==> src/rtl/lsse_pkg.sv <==
// lsse_pkg: shared types and constants of the lsb stego stream extractor
// no dependencies; imported by every module of the block
`default_nettype none

package lsse_pkg;

  localparam int unsigned ImageByteWidth = 8;
  localparam int unsigned PasswordWidth  = 16;
  localparam int unsigned HeaderLenWidth = 10;
  localparam int unsigned ValueWidth     = 32;
  localparam int unsigned KindWidth      = 3;
  localparam int unsigned BitCountWidth  = 5;
  localparam int unsigned CfgAddrWidth   = 1;
  localparam int unsigned CfgDataWidth   = 16;
  localparam int unsigned MagicBits      = 16;
  localparam int unsigned PayloadBits    = 8;

  localparam logic [HeaderLenWidth-1:0] HeaderLenReset = 10'd54;

  typedef enum logic [CfgAddrWidth-1:0] {
    CFG_PASSWORD      = 1'b0,
    CFG_HEADER_LENGTH = 1'b1
  } cfg_addr_e;

  typedef enum logic [2:0] {
    PH_IDLE,
    PH_HEADER,
    PH_MAGIC,
    PH_EXTLEN,
    PH_EXTBYTES,
    PH_DATALEN,
    PH_DATABYTES
  } phase_e;

  typedef enum logic [KindWidth-1:0] {
    KIND_EXT_LEN   = 3'd0,
    KIND_EXT_BYTE  = 3'd1,
    KIND_DATA_LEN  = 3'd2,
    KIND_DATA_BYTE = 3'd3,
    KIND_MISMATCH  = 3'd4
  } kind_e;

  typedef struct packed {
    logic start;
    logic hidden_bit;
  } in_item_t;

  typedef struct packed {
    kind_e                 kind;
    logic [ValueWidth-1:0] value;
    logic                  last;
  } result_t;

endpackage

`default_nettype wire

==> src/rtl/lsb_stego_stream_extractor.sv <==
// lsb_stego_stream_extractor: top level of the hidden frame extractor
// depends on lsse_pkg, lsse_in_stage, lsse_decoder and lsse_out_stage
`default_nettype none

// Takes one image byte per cycle and returns the frame hidden in the byte
// lsbs: extension length, extension bytes, data length and data bytes, or one
// mismatch result when the magic differs from the password. A result passes
// the input register and the result register on its way to the output.
// Input requests stall only while a result waits in the result register and
// the output side is not ready.
module lsb_stego_stream_extractor
  import lsse_pkg::*;
#(
  parameter int unsigned LENGTH_BITS = 32
) (
  input  wire logic                      clk_i,
  input  wire logic                      rst_ni,
  input  wire logic                      cfg_we_i,
  input  wire logic [CfgAddrWidth-1:0]   cfg_addr_i,
  input  wire logic [CfgDataWidth-1:0]   cfg_data_i,
  input  wire logic                      s_axis_tvalid,
  output logic                           s_axis_tready,
  input  wire logic [ImageByteWidth-1:0] s_axis_tdata,  // image_byte
  input  wire logic                      s_axis_tuser,  // start_of_image
  output logic                           m_axis_tvalid,
  input  wire logic                      m_axis_tready,
  output logic [ValueWidth-1:0]          m_axis_tdata,  // value
  output logic [KindWidth-1:0]           m_axis_tuser,  // kind
  output logic                           m_axis_tlast
);

  logic     out_free;
  logic     advance;
  in_item_t item;
  logic     res_valid;
  result_t  result;

  lsse_in_stage u_in_stage (
    .clk_i         (clk_i),
    .rst_ni        (rst_ni),
    .s_axis_tvalid (s_axis_tvalid),
    .s_axis_tready (s_axis_tready),
    .s_axis_tdata  (s_axis_tdata),
    .s_axis_tuser  (s_axis_tuser),
    .out_free_i    (out_free),
    .advance_o     (advance),
    .item_o        (item)
  );

  lsse_decoder #(
    .LENGTH_BITS (LENGTH_BITS)
  ) u_decoder (
    .clk_i       (clk_i),
    .rst_ni      (rst_ni),
    .cfg_we_i    (cfg_we_i),
    .cfg_addr_i  (cfg_addr_i),
    .cfg_data_i  (cfg_data_i),
    .advance_i   (advance),
    .item_i      (item),
    .res_valid_o (res_valid),
    .result_o    (result)
  );

  lsse_out_stage u_out_stage (
    .clk_i         (clk_i),
    .rst_ni        (rst_ni),
    .load_i        (res_valid),
    .result_i      (result),
    .out_free_o    (out_free),
    .m_axis_tvalid (m_axis_tvalid),
    .m_axis_tready (m_axis_tready),
    .m_axis_tdata  (m_axis_tdata),
    .m_axis_tuser  (m_axis_tuser),
    .m_axis_tlast  (m_axis_tlast)
  );

endmodule

`default_nettype wire

==> src/rtl/lsse_in_stage.sv <==
// lsse_in_stage: input register of the extractor, holds one image byte request
// depends on lsse_pkg; feeds lsse_decoder
`default_nettype none

module lsse_in_stage
  import lsse_pkg::*;
(
  input  wire logic                      clk_i,
  input  wire logic                      rst_ni,
  input  wire logic                      s_axis_tvalid,
  output logic                           s_axis_tready,
  input  wire logic [ImageByteWidth-1:0] s_axis_tdata,
  input  wire logic                      s_axis_tuser,
  input  wire logic                      out_free_i,
  output logic                           advance_o,
  output in_item_t                       item_o
);

  logic     valid_q, valid_d;
  in_item_t item_q;

  assign advance_o     = valid_q && out_free_i;
  assign s_axis_tready = !valid_q || advance_o;
  assign item_o        = item_q;

  always_comb begin
    valid_d = valid_q;
    if (s_axis_tvalid && s_axis_tready) begin
      valid_d = 1'b1;
    end else if (advance_o) begin
      valid_d = 1'b0;
    end
  end

  always_ff @(posedge clk_i or negedge rst_ni) begin
    if (!rst_ni) begin
      valid_q <= 1'b0;
    end else begin
      valid_q <= valid_d;
    end
  end

  always_ff @(posedge clk_i) begin
    if (s_axis_tvalid && s_axis_tready) begin
      item_q.start      <= s_axis_tuser;
      item_q.hidden_bit <= s_axis_tdata[0];
    end
  end

endmodule

`default_nettype wire

==> src/rtl/lsse_decoder.sv <==
// lsse_decoder: configuration registers and frame state, one hidden bit per request
// depends on lsse_pkg; fed by lsse_in_stage, drives lsse_out_stage
`default_nettype none

module lsse_decoder
  import lsse_pkg::*;
#(
  parameter int unsigned LENGTH_BITS = 32
) (
  input  wire logic                    clk_i,
  input  wire logic                    rst_ni,
  input  wire logic                    cfg_we_i,
  input  wire logic [CfgAddrWidth-1:0] cfg_addr_i,
  input  wire logic [CfgDataWidth-1:0] cfg_data_i,
  input  wire logic                    advance_i,
  input  in_item_t                     item_i,
  output logic                         res_valid_o,
  output result_t                      result_o
);

  localparam int unsigned GatherWidth = (LENGTH_BITS > MagicBits) ? LENGTH_BITS : MagicBits;
  localparam logic [BitCountWidth-1:0] MagicLastPos   = BitCountWidth'(MagicBits - 1);
  localparam logic [BitCountWidth-1:0] LengthLastPos  = BitCountWidth'(LENGTH_BITS - 1);
  localparam logic [BitCountWidth-1:0] PayloadLastPos = BitCountWidth'(PayloadBits - 1);

  logic [PasswordWidth-1:0]  password_q;
  logic [HeaderLenWidth-1:0] header_length_q;

  phase_e                    phase_q, phase_d, phase_s, phase_eff;
  logic [HeaderLenWidth-1:0] header_count_q, header_count_d, header_count_s;
  logic [BitCountWidth-1:0]  bit_count_q, bit_count_d, bit_count_s;
  logic [GatherWidth-1:0]    gather_q, gather_d, gather_s, gather_take;
  logic [LENGTH_BITS-1:0]    remaining_q, remaining_d, remaining_s, remaining_dec;
  logic                      skip;
  logic [LENGTH_BITS-1:0]    length_word;
  logic [ValueWidth-1:0]     length_value, byte_value;

  // start of image drops the partial frame
  assign phase_s        = item_i.start ? PH_HEADER : phase_q;
  assign header_count_s = item_i.start ? '0 : header_count_q;
  assign bit_count_s    = item_i.start ? '0 : bit_count_q;
  assign gather_s       = item_i.start ? '0 : gather_q;
  assign remaining_s    = item_i.start ? '0 : remaining_q;

  assign skip      = (phase_s == PH_HEADER) && (header_count_s < header_length_q);
  assign phase_eff = (phase_s == PH_HEADER) ? PH_MAGIC : phase_s;

  assign gather_take   = ((bit_count_s == '0) ? '0 : gather_s)
                       | (GatherWidth'(item_i.hidden_bit) << bit_count_s);
  assign remaining_dec = remaining_s - LENGTH_BITS'(1);
  assign length_word   = gather_take[LENGTH_BITS-1:0];
  assign length_value  = ValueWidth'(length_word);
  assign byte_value    = ValueWidth'(gather_take[PayloadBits-1:0]);

  // next frame state
  always_comb begin
    phase_d        = phase_q;
    header_count_d = header_count_q;
    bit_count_d    = bit_count_q;
    gather_d       = gather_q;
    remaining_d    = remaining_q;
    if (advance_i) begin
      phase_d        = phase_s;
      header_count_d = header_count_s;
      bit_count_d    = bit_count_s;
      gather_d       = gather_s;
      remaining_d    = remaining_s;
      if (skip) begin
        header_count_d = header_count_s + HeaderLenWidth'(1);
      end else begin
        phase_d = phase_eff;
        case (phase_eff)
          PH_MAGIC: begin
            gather_d    = gather_take;
            bit_count_d = bit_count_s + BitCountWidth'(1);
            if (bit_count_s == MagicLastPos) begin
              bit_count_d = '0;
              if (gather_take[MagicBits-1:0] != password_q) begin
                phase_d = PH_IDLE;
              end else begin
                phase_d = PH_EXTLEN;
              end
            end
          end
          PH_EXTLEN: begin
            gather_d    = gather_take;
            bit_count_d = bit_count_s + BitCountWidth'(1);
            if (bit_count_s == LengthLastPos) begin
              bit_count_d = '0;
              remaining_d = length_word;
              phase_d     = (length_word == '0) ? PH_DATALEN : PH_EXTBYTES;
            end
          end
          PH_EXTBYTES: begin
            gather_d    = gather_take;
            bit_count_d = bit_count_s + BitCountWidth'(1);
            if (bit_count_s == PayloadLastPos) begin
              bit_count_d = '0;
              remaining_d = remaining_dec;
              if (remaining_dec == '0) begin
                phase_d = PH_DATALEN;
              end
            end
          end
          PH_DATALEN: begin
            gather_d    = gather_take;
            bit_count_d = bit_count_s + BitCountWidth'(1);
            if (bit_count_s == LengthLastPos) begin
              bit_count_d = '0;
              remaining_d = length_word;
              if (length_word == '0) begin
                phase_d = PH_IDLE;
              end else begin
                phase_d = PH_DATABYTES;
              end
            end
          end
          PH_DATABYTES: begin
            gather_d    = gather_take;
            bit_count_d = bit_count_s + BitCountWidth'(1);
            if (bit_count_s == PayloadLastPos) begin
              bit_count_d = '0;
              remaining_d = remaining_dec;
              if (remaining_dec == '0) begin
                phase_d = PH_IDLE;
              end
            end
          end
          default: begin
            phase_d = PH_IDLE;
          end
        endcase
      end
    end
  end

  // result of the current request
  always_comb begin
    res_valid_o = 1'b0;
    result_o    = '{kind: KIND_EXT_LEN, value: '0, last: 1'b0};
    if (advance_i && !skip) begin
      case (phase_eff)
        PH_MAGIC: begin
          if (bit_count_s == MagicLastPos && gather_take[MagicBits-1:0] != password_q) begin
            res_valid_o = 1'b1;
            result_o    = '{kind: KIND_MISMATCH, value: '0, last: 1'b1};
          end
        end
        PH_EXTLEN: begin
          if (bit_count_s == LengthLastPos) begin
            res_valid_o = 1'b1;
            result_o    = '{kind: KIND_EXT_LEN, value: length_value, last: 1'b0};
          end
        end
        PH_EXTBYTES: begin
          if (bit_count_s == PayloadLastPos) begin
            res_valid_o = 1'b1;
            result_o    = '{kind: KIND_EXT_BYTE, value: byte_value, last: 1'b0};
          end
        end
        PH_DATALEN: begin
          if (bit_count_s == LengthLastPos) begin
            res_valid_o = 1'b1;
            result_o    = '{kind: KIND_DATA_LEN, value: length_value,
                            last: (length_word == '0)};
          end
        end
        PH_DATABYTES: begin
          if (bit_count_s == PayloadLastPos) begin
            res_valid_o = 1'b1;
            result_o    = '{kind: KIND_DATA_BYTE, value: byte_value,
                            last: (remaining_dec == '0)};
          end
        end
        default: begin
          res_valid_o = 1'b0;
        end
      endcase
    end
  end

  always_ff @(posedge clk_i or negedge rst_ni) begin
    if (!rst_ni) begin
      password_q      <= '0;
      header_length_q <= HeaderLenReset;
    end else if (cfg_we_i) begin
      case (cfg_addr_i)
        CFG_PASSWORD:      password_q      <= cfg_data_i[PasswordWidth-1:0];
        CFG_HEADER_LENGTH: header_length_q <= cfg_data_i[HeaderLenWidth-1:0];
        default:           password_q      <= password_q;
      endcase
    end
  end

  always_ff @(posedge clk_i or negedge rst_ni) begin
    if (!rst_ni) begin
      phase_q        <= PH_IDLE;
      header_count_q <= '0;
      bit_count_q    <= '0;
      gather_q       <= '0;
      remaining_q    <= '0;
    end else begin
      phase_q        <= phase_d;
      header_count_q <= header_count_d;
      bit_count_q    <= bit_count_d;
      gather_q       <= gather_d;
      remaining_q    <= remaining_d;
    end
  end

endmodule

`default_nettype wire

==> src/rtl/lsse_out_stage.sv <==
// lsse_out_stage: result register holding one decoded request for the output bus
// depends on lsse_pkg; loaded by lsse_decoder
`default_nettype none

module lsse_out_stage
  import lsse_pkg::*;
(
  input  wire logic                  clk_i,
  input  wire logic                  rst_ni,
  input  wire logic                  load_i,
  input  result_t                    result_i,
  output logic                       out_free_o,
  output logic                       m_axis_tvalid,
  input  wire logic                  m_axis_tready,
  output logic [ValueWidth-1:0]      m_axis_tdata,
  output logic [KindWidth-1:0]       m_axis_tuser,
  output logic                       m_axis_tlast
);

  logic    valid_q, valid_d;
  result_t result_q;

  assign out_free_o    = !valid_q || m_axis_tready;
  assign m_axis_tvalid = valid_q;
  assign m_axis_tdata  = result_q.value;
  assign m_axis_tuser  = result_q.kind;
  assign m_axis_tlast  = result_q.last;

  always_comb begin
    valid_d = valid_q;
    if (load_i) begin
      valid_d = 1'b1;
    end else if (m_axis_tready) begin
      valid_d = 1'b0;
    end
  end

  always_ff @(posedge clk_i or negedge rst_ni) begin
    if (!rst_ni) begin
      valid_q <= 1'b0;
    end else begin
      valid_q <= valid_d;
    end
  end

  always_ff @(posedge clk_i) begin
    if (load_i) begin
      result_q <= result_i;
    end
  end

endmodule

`default_nettype wire

==> config.mk <==
export PLATFORM = sky130hd
export DESIGN_NAME = lsb_stego_stream_extractor
export DESIGN_NICKNAME = d
export VERILOG_FILES = /design/src/rtl/lsse_pkg.sv /design/src/rtl/lsb_stego_stream_extractor.sv /design/src/rtl/lsse_in_stage.sv /design/src/rtl/lsse_decoder.sv /design/src/rtl/lsse_out_stage.sv
export SDC_FILE = /design/constraint.sdc
export NUM_CORES = 1
export LEC_CHECK = 0
export ABC_AREA = 1
export BUFFER_PORTS_ARGS = -buffer_cell sky130_fd_sc_hd__buf_2
export CAP_MARGIN = 40
export CORE_ASPECT_RATIO = 0.8
export CORE_MARGIN = 1
export CORE_UTILIZATION = 30
export DETAILED_ROUTE_END_ITERATION = 16
export HOLD_SLACK_MARGIN = 0.12
export PLACE_DENSITY_LB_ADDON = 0.1
export REMOVE_ABC_BUFFERS = 1
export SYNTH_ARGS = -nofsm -noshare
export SYNTH_HDL_FRONTEND = slang
export SYNTH_SLANG_ARGS = --single-unit
==> constraint.sdc <==
create_clock -name clk_i -period 9.8 [get_ports clk_i]
set_clock_uncertainty 0.15 [all_clocks]
set_input_delay 1.96 -clock clk_i [delete_from_list [all_inputs] [get_ports clk_i]]
set_output_delay 1.96 -clock clk_i [all_outputs]
set_load 0.02 [all_outputs]
Yosys cells after proc, flatten, opt, wreduce, memory -nomap -nowiden
Index checks and enable logic that the tools add are counted.
- bits in registers: 148
- input port bits: 31
- logic and storage cells: 97
- $add $sub $neg: 3
- order comparisons: 1
- equal/unequal tests: 10
- shift operators: 1
- muxes and demuxes: 46
- bitwise operators: 2
- reduce and logical (&&, ||, !) cells: 20
- operators by type and width (cell ; number):
    32-bit two-way mux ; 8
    36-bit case mux with 5 select lines ; 1
    35-bit two-way mux ; 2
    32-bit logical NOT ; 2
    32-bit case mux with 2 select lines ; 1
    36-bit two-way mux ; 1
    34-bit two-way mux ; 1
    3-bit two-way mux ; 11
    33-bit two-way mux ; 1
    32-bit OR ; 1
    1-bit by 5-bit left shift with 32-bit output ; 1
    32-bit by 1-bit subtractor with 32-bit output (second input constant) ; 1
    5-bit two-way mux ; 5
    10-bit two-way mux ; 2
    16-bit != test ; 1
    3-bit case mux with 5 select lines ; 1
    5-bit case mux with 3 select lines ; 1
    10-bit by 1-bit adder with 10-bit output (second input constant) ; 1
    10-bit less-than comparator ; 1
    3-bit equality test (second input constant) ; 3
    1-bit two-way mux ; 9
    3-bit by 2-bit equality test with 1-bit output (second input constant) ; 2
    5-bit by 1-bit adder with 5-bit output (second input constant) ; 1
    5-bit by 3-bit equality test with 1-bit output (second input constant) ; 1
    other kinds (14) ; 24

Logic depth before layout (Yosys ltp)
Gate-level depths: netlist (run 1).
- depth after elaboration: 10
- depth in mapped cells: 25
- depth with buffers taken out: 23

Cells and area by module
Synthesis (run 1) repeated with hierarchy kept, for this count alone.
- cells, all modules: 1370
- area, all modules: 9788.1 um2
- by module, submodules not included (module ; instances ; cells each ; area an instance (um2) ; sequential area each (um2)):
    lsse_decoder ; 1 ; 1319 ; 8549.4 ; 2707.6
    lsse_out_stage ; 1 ; 41 ; 1126.1 ; 1106.1
    lsse_in_stage ; 1 ; 10 ; 112.6 ; 85.1

Worst setup path before layout (run 1)
Ideal clock, no wire load.
- path type: input to register
- from: input port m_axis_tready
- to: register u_out_stage.result_q (netlist bit u_out_stage.m_axis_tdata[0]) (enable)
- arrival time: 4195 ps
- data required time: 9220 ps
- slack: 5025 ps
- stages on the path: 7
- path through: inv_1 > nand2_1 > nand2_1 > inv_1 > nand2_1 > clkbuf_1 > nor2_1
- longest elaborated chain between the ends: 4
- RTL lines (what ; line ; text):
    start, declared ; lsb_stego_stream_extractor.sv:26 ; input wire logic m_axis_tready,
    1-bit logical OR ; lsse_out_stage.sv:23 ; assign out_free_o = !valid_q || m_axis_tready;
    1-bit logical AND ; lsse_in_stage.sv:22 ; assign advance_o = valid_q && out_free_i;
    1-bit logical AND ; lsse_decoder.sv:141 ; if (advance_i && !skip) begin
    1-bit two-way mux ; lsse_decoder.sv:141 ;
    net res_valid ; lsb_stego_stream_extractor.sv:35 ; logic res_valid;
    end signal, assigned ; lsse_out_stage.sv:48 ; result_q <= result_i;
    end, declared ; lsse_out_stage.sv:21 ; result_t result_q;
The timed path passes the listed nets, and every way through them passes these cells.
A chain may end at the register's enable or synchronous reset.

Worst setup path after layout (run 1)
- from: register u_in_stage.item_q (netlist bit u_in_stage.item_o[1])
- to: register u_out_stage.result_q (netlist bit u_out_stage.m_axis_tlast) (data pin)
- longest elaborated chain between the ends: 8
- elaborated cells between the ends (all ways): 32
- classes of those cells: add/sub: 1; order compare: 1; eq/ne: 10; shift: 1; mux: 11; bitwise: 1; reduce/logical: 7
- RTL lines (what ; line ; text):
    start, declared ; lsse_in_stage.sv:20 ; in_item_t item_q;
    parallel branches: the longest is 8 deep, another holds 32-bit by 1-bit subtractor with 32-bit output ; n/a ;
Parallel ways; which one is timed is not known.

==> results.cfg, run 1 <==
[routing]
drt-wirelength-per-cell_um = 17.6
drt_first_iter_violations = 655
drc_errors = 0
ant_nets = 0
via_per_inst = 4.97
dr.pass1.iters = 5
routed_wl_mm = 32.7
num_vias = 9245

[critical_path]
critPathRequiredTime_ns = 9.83
start_kind = flop
path_cells = buf_4 -> inv_4 -> buf_4 -> nand2_1 -> inv_1 -> ha_1 -> nand2_1 -> nor2_1 -> o211ai_1 -> o2111a_1 -> nand2_1 -> nand2_1 -> buf_4 -> nor2_1 -> inv_1 -> a21oi_1
r2r_end = u_out_stage.m_axis_tlast
critical_path.most_common_cell = nand2_1
end_kind = flop
rr_worst_depth = 16
path_buf_inv = 6
crit_cells = 16
crit_fanout = 61
crit_slowest_cell = buf_4
cp_top_family = buffers and inverters
critical_path_class = flop to flop
r2r_start = u_in_stage.item_o[1]
r2r_slack_ns = 5.24
crit_arrival_ns = 4.59
max_stage_delay_ns = 0.62

[place]
dp_hpwl_mm = 23.6
pre_cts_slack_ns = 5.29
io_buffers = 61
place_congestion = 0.882

[final_layout]
multi_input_area_um2 = 4870
seq_area_um2 = 3900
num-fill-cells = 3476
drive_gt1_share_pct = 12.3
nets = 1476
antenna_cells = 0
area_growth_pct = 13.5

[clock_network]
cts_resized = 0
cts.sinks = 148
cts_inserted_buffers = 17
clock_latency_ns = 0.45
post_cts_buffers = 0
hold_buffers = 0
cts_tree = built
root_buffer = clkbuf_16
cts.path.max_buffers = 2
cts.reportedPaths.clkPinSlew_ns = 0.06
cts_max_level = 4

[synth]
yosysWarnings = 0
synth_area_leaders = dfrtp_1 27%, nand2_1 15%, edfxtp_1 12%
synth_top_area_share_pct = 27.2
synth_edf_count = 38
avgSynthCellArea_um2 = 7.02
yosysMostFrequentCell = nand2_1
yosysSeqAreaShare_pct = 40.0
yosys_register_bits = 148
ys_types = 52
synth_cells = 1390
syn_area_um2 = 9760
synth_common_cells = 378 x nand2_1, 197 x nor2_1, 167 x inv_1
synth_area_leader_cell = dfrtp_1
async_flop_share_pct = 74.3
synth_ff_type = dfrtp_1

[sta]
min_period_over_period_pct = 46.6
finalMaxSlewViolations = 0
grt_setup_unrepaired = false
finalWorstSetupSlack_ns = 5.24
tightest_slew_ns = 0.773
max_freq_mhz = 219
finalSetupTns_ns = 0
min_period_ns = 4.56
final_hold_viol_count = 0
setup_viol = 0
maxSlewHeadroom_pct = 48.5

[die]
fp.dieH_um = 163
initial_utilization_pct = 30.8
core_um2 = 31700
dieWidth_um = 204
die_area_um2 = 33200
row_count = 58
io_pins = 69

[power]
p_int_mw = 1.33
power_density_nw_per_um2 = 199
switching_share_pct = 39.6
p_leak_nw = 5.06
switching_power_uw = 870
clockPowerShare_pct = 31.1
power_frac_seq_pct = 35.9
p_comb_share_pct = 33.0
vdd_drop_max_mv = 0.115

[global_route]
antenna_found_initial = 0
grt_pass1_wl_mm = 51.1
globalRoute.totalOverflow = 0
grt_pass1_vias = 8708
grt_usage_pct = 20.4
grt_max_degree = 62

[outcome]
status = finished clean

[min_path]
min_path_cells = 2
holdCritPathClass = flop to flop
hold_end = u_decoder.header_count_q[2]
worstHoldStart = u_decoder.header_count_q[2]

[job]
cap_violations = 0
[cell families after synthesis]
logic type                 after synthesis  synth area share [%]
AOI/OAI and AO/OA                      231                  14.0
xor gates and xnor gates                15                  1.35
adders and majority gates               17                  2.18
buffers and inverters                  242                  10.2
DFF                                    148                  40.0
and+or+nand+nor                        737                  32.3
[flip-flops by register name (all words and copies together), names as in the netlist, 2 cells and up]
register and cells:
u_decoder.gather_q 32, u_decoder.remaining_q 32, u_out_stage.m_axis_tdata 32, u_decoder.password_q 16
u_decoder.header_count_q 10, u_decoder.header_length_q 10, u_decoder.bit_count_q 5, u_decoder.phase_q 3
u_out_stage.m_axis_tuser 3, u_in_stage.item_o 2
[metrics by stage]
stage	instance area [µm²]	std cells	utilization, %	hold WS, ns	power (mW)
3_5_place_dp	10500	1829	33.0	0.316	1.52
2_1_floorplan	9470	1335	-	0.298	1.30
4_1_cts	11100	1861	34.9	0.333	2.21
3_3_place_gp	10400	1824	32.7	0.314	1.52
5_1_grt	11100	1861	34.9	0.346	2.34
6_report	11100	1861	34.9	0.326	2.20
[power groups by stage]
stage	clock (mW)	combinational [mW]	sequential, mW
floorplan	0	0.508	0.788
global placement	0	0.716	0.800
detailed placement	0	0.724	0.801
CTS	0.696	0.726	0.789
global route	0.717	0.826	0.802
finish	0.684	0.725	0.789
[cells in the final DEF (no fill, tap or decap), drive strengths merged, types with 7 or more instances in the layout]
master,instances
nor3,20
inv,181
xor2,13
o211ai,9
edfxtp,38
clkinv,11
a21oi,30
nor2,217
o21ai,122
nand4,32
ha,17
clkbuf,23
o22ai,36
o2111ai,14
nand3b,7
dfrtp,106
nand2,399
nand3,58
buf,74
[worst max path at each step]
stage,to,from,slack [ns]
global placement,u_out_stage.m_axis_tuser[0],m_axis_tready,4.54
CTS,u_out_stage.m_axis_tlast,u_in_stage.item_o[1],5.27
floorplan,u_out_stage.m_axis_tdata[0],m_axis_tready,2.39
finish,u_out_stage.m_axis_tlast,u_in_stage.item_o[1],5.24
detailed placement,s_axis_tready,m_axis_tready,5.29
global route,u_out_stage.m_axis_tlast,u_in_stage.item_o[1],4.90
[layer usage]
layer,GRT usage (%),wire (µm),vias to the layer above
met2,29.6,13600,254
met5,0,0,-
li1,-,-,4606
met4,5.88,518,0
met3,3.55,1670,33
met1,30.6,16900,4352
[worst reg2reg max path, delay by kind of cell (launching register included)]
kind	cells	cell delay [ns]
flops	1	0.35
buf+inv	6	2.04
fa+ha+maj	1	0.24
simple gates	6	1.07
compound gates	3	0.44
[area by class of cell]
cell class	instances	share of cell area (%)
multi-input cells	1000	44.0
flip-flops and latches	148	35.2
inverters	187	6.36
clock buffers	23	4.81
well taps	420	4.74
repair buffers	74	4.32
clock inverters	9	0.576
(Power assumes the default switching activity.)
==> run 2: changes to the inputs <==
- clock period: 9.8 -> 4.05 ns (I/O delays scaled with it)
==> results.cfg, run 2 (synthesis results as in run 1) <==
[routing]
ant_nets = 0
drc_errors = 0
num_vias = 9293
dr.pass1.iters = 5
via_per_inst = 4.94
drt_first_iter_violations = 598
drt-wirelength-per-cell_um = 17.7
routed_wl_mm = 33.4

[power]
vdd_drop_max_mv = 0.312
total_power_mw = 5.31
p_leak_nw = 5.14
power_density_nw_per_um2 = 476

[final_layout]
final_common_cell = nand2_1
layout_common_cells = 378 x nand2_1, 196 x nor2_1, 166 x inv_1
final_core_util_pct = 35.2
antenna_cells = 0
area_growth_pct = 14.4
nets = 1497
drive_gt1_share_pct = 13.7

[die]
die_area_um2 = 33200
fp.dieH_um = 163
io_pins = 69
dieWidth_um = 204
row_count = 58
core_um2 = 31700
initial_utilization_pct = 30.8

[clock_network]
root_buffer = clkbuf_16
cts.path.max_buffers = 2
cts_resized = 0
cts_inserted_buffers = 17
cts.reportedPaths.clkPinSlew_ns = 0.07
hold_buffers = 0
clock_latency_ns = 0.45
cts_max_level = 4
cts_tree = built
cts.sinks = 148
post_cts_buffers = 0

[critical_path]
startpoint = u_in_stage.item_o[1]
r2r_start = u_in_stage.item_o[1]
critPathRequiredTime_ns = 4.03
rr_worst_depth = 19
crit_end = u_out_stage.m_axis_tdata[18]
crit_fanout = 28
r2r_slack_ns = 0.34
crit_arrival_ns = 3.69
critical_path_class = flop to flop
start_kind = flop
r2r_end = u_out_stage.m_axis_tdata[18]
end_kind = flop

[global_route]
globalRoute.totalOverflow = 0
grt_max_degree = 62
grt_pass1_vias = 8720
grt_usage_pct = 20.9
antenna_found_initial = 0
grt_pass1_wl_mm = 52.1

[place]
dp_hpwl_mm = 24.4
io_buffers = 61
pre_cts_slack_ns = 0.383
place_congestion = 0.891

[sta]
maxSlewHeadroom_pct = 53.0
max_freq_mhz = 270
finalMaxSlewViolations = 0
finalWorstSetupSlack_ns = 0.341
finalSetupTns_ns = 0
setup_viol = 0
grt_setup_unrepaired = false
tightest_slew_ns = 0.705
final_hold_viol_count = 0
min_period_over_period_pct = 91.6
min_period_ns = 3.71

[min_path]
holdCritPathClass = primary input to async pin

[job]
cap_violations = 0

[outcome]
status = finished clean
run 2: cell types whose count changed in the layout (fill, tap and decap cells not counted), sizes merged:
cell,before,now
buf,74,95
clkbuf,23,17
inv,181,187
clkinvlp,4,2
bufinv,0,1
clkinv,11,12
run 2: cell type report:
class	count	area, µm²
fill	3495	20500
multi-input combinational	1000	4870
sequential	148	3900
inverter	187	704
timing repair buffer	95	608
tap	420	526
clock buffer	17	425
clock inverter	15	129
run 2: per-stage QoR:
stage	cell area (µm²)	instances	hold WS, ns
after floorplan	9470	1335	0.298
after global placement	10600	1849	0.317
after detailed placement	10600	1850	0.316
after CTS	11200	1882	0.291
after global routing	11200	1882	0.330
final	11200	1882	0.259
run 2: worst max-delay path: stages, from the launching register on:
cell	delay, ns
edfxtp_1	0.55
inv_4	0.21
nand2_1	0.14
ha_1	0.20
nand2_1	0.10
inv_1	0.06
nand2_2	0.33
nand2_1	0.13
nand2_1	0.17
nand2_1	0.07
nand2_1	0.06
nor2_1	0.04
nand2_1	0.12
nor2_1	0.05
nand2_1	0.11
nand3_1	0.17
nand2_1	0.11
inv_1	0.08
nor2_4	0.27
buf_12	0.25
run 2: routing by layer:
metal	share of wire, %	vias to the layer above	GRT usage [%]
met2	41	234	30.6
li1	-	4661	-
met5	0	-	0
met1	52	4368	31.5
met3	5.0	30	3.11
met4	1.4	0	5.37
run 2: power by group:
group	internal, mW	total (mW)	switching, mW
Combinational	0.547	1.82	1.27
Clock	0.850	1.58	0.729
Sequential	1.78	1.92	0.141
run 2: worst min path at each step:
stage                                         endpoint  cells past startpoint  slack [ns]                    startpoint
after floorplan           u_decoder.header_length_q[0]                      2        0.30  u_decoder.header_length_q[0]
after global placement     u_decoder.header_count_q[2]                      2        0.32   u_decoder.header_count_q[2]
after detailed placement        u_decoder.gather_q[27]                      2        0.32        u_decoder.gather_q[27]
after CTS                       u_decoder.gather_q[22]                      1        0.29                        rst_ni
after global routing            u_decoder.gather_q[13]                      1        0.33                        rst_ni
final                           u_decoder.gather_q[21]                      1        0.26                        rst_ni
==> run 3: changes to the inputs <==
- PLACE_DENSITY_LB_ADDON: 0.1 -> 0.05
==> results.cfg, run 3 (synthesis results as in run 1) <==
[outcome]
status = finished clean

[die]
dieWidth_um = 204
core_um2 = 31700
die_area_um2 = 33200
fp.dieH_um = 163
io_pins = 69
initial_utilization_pct = 30.8
row_count = 58

[routing]
ant_nets = 0
routed_wl_mm = 34.3
drt_first_iter_violations = 700
num_vias = 9264
dr.pass1.iters = 6
drt-wirelength-per-cell_um = 18.1
drc_errors = 0
via_per_inst = 4.90

[power]
vdd_drop_max_mv = 0.254
power_density_nw_per_um2 = 484
p_leak_nw = 5.22

[place]
io_buffers = 61
place_inst = 1859
place_congestion = 0.857
dpl_cell_area_um2 = 10700
dp_hpwl_mm = 25.3

[final_layout]
final_common_cell = nand2_1
nets = 1506
post_layout_nonfiller_instances = 1891
finalInstanceArea_um2 = 11300
multi_input_area_um2 = 4870
drive_gt1_share_pct = 14.1
layout_common_cells = 378 x nand2_1, 196 x nor2_1, 166 x inv_1
antenna_cells = 0
num-fill-cells = 3441
seq_area_um2 = 3900
area_growth_pct = 15.9
final_core_util_pct = 35.7

[clock_network]
cts_resized = 0
post_cts_buffers = 0
hold_buffers = 0
cts_inserted_buffers = 17
root_buffer = clkbuf_16
cts.reportedPaths.clkPinSlew_ns = 0.07
clock_latency_ns = 0.44
cts_max_level = 4
cts.path.max_buffers = 2
cts.sinks = 148
cts_tree = built

[critical_path]
crit_slowest_cell = a2111oi_0
start_kind = flop
end_kind = flop
r2r_slack_ns = 0.46
rr_worst_depth = 15
r2r_end = u_decoder.remaining_q[8]
critPathRequiredTime_ns = 4.21
crit_fanout = 7
critical_path_class = flop to flop
startpoint = u_in_stage.item_o[1]
critical_path.most_common_cell = inv_1
max_stage_delay_ns = 0.67
r2r_start = u_in_stage.item_o[1]
path_cells = inv_4 -> nand2_4 -> inv_1 -> ha_1 -> inv_1 -> nor2_1 -> inv_1 -> nor2_1 -> ha_1 -> inv_1 -> buf_4 -> nand2_1 -> nand2_1 -> a2111oi_0 -> nor2_1
crit_arrival_ns = 3.74

[sta]
min_period_over_period_pct = 88.5
max_freq_mhz = 279
final_hold_viol_count = 0
grt_setup_unrepaired = false
finalMaxSlewViolations = 0
maxSlewHeadroom_pct = 46.6
finalSetupTns_ns = 0
min_period_ns = 3.59
setup_viol = 0
tightest_slew_ns = 0.801

[global_route]
antenna_found_initial = 0
grt_pass1_vias = 8792
grt_max_degree = 110
grt_pass1_wl_mm = 53.5
grt_usage_pct = 21.6
globalRoute.totalOverflow = 0

[min_path]
holdCritPathClass = primary input to async pin

[job]
cap_violations = 0
## run 3: metal layers
layer | track usage (%) | share of wire, % | up-vias
met5 | 0 | 0 | -
met2 | 30.7 | 41 | 209
li1 | - | - | 4676
met1 | 34.0 | 55 | 4364
met3 | 2.99 | 4.0 | 15
met4 | 4.41 | 0.69 | 0
## run 3: how the worst max path moves through the flow
stage	depth (start not counted)	end	slack [ns]
finish	15	u_decoder.remaining_q[8]	0.46
global placement	15	u_decoder.remaining_q[8]	0.46
CTS	12	u_out_stage.m_axis_tlast	0.45
global route	15	u_decoder.remaining_q[8]	0.11
detailed placement	12	u_out_stage.m_axis_tdata[11]	0.49
floorplan	6	u_out_stage.m_axis_tdata[0]	-2.21
## run 3: area by class of cell
cell class / instances / area share [%]
Multi-Input combinational cell: 1000 / 43.1
Sequential cell: 148 / 34.5
Inverter: 187 / 6.23
Timing Repair Buffer: 104 / 6.20
Tap cell: 420 / 4.65
Clock buffer: 22 / 4.58
Clock inverter: 10 / 0.786
## run 3: where the power goes
group	leakage [nW]	total (mW)	switching (mW)	internal, mW
Clock	0.302	1.68	0.706	0.973
Combinational	3.26	1.88	1.30	0.581
Sequential	1.66	1.91	0.139	1.78
Total	5.22	5.47	2.14	3.33
## run 3: per-stage QoR
step	hold WS [ns]	total power, mW	worst slack, ns
3_3_place_gp	0.316	3.79	0.464
5_1_grt	0.340	5.86	0.111
6_report	0.283	5.47	0.464
3_5_place_dp	0.315	3.81	0.486
4_1_cts	0.330	5.52	0.454
2_1_floorplan	0.298	3.14	-2.21
## run 3: worst max-delay path: cells and delay by family (launching register included)
family | cells | cell delay (ns)
compound gates | 1 | 0.67
fa+ha+maj | 2 | 0.49
buf+inv | 6 | 0.67
flops | 1 | 0.53
simple gates | 6 | 0.94
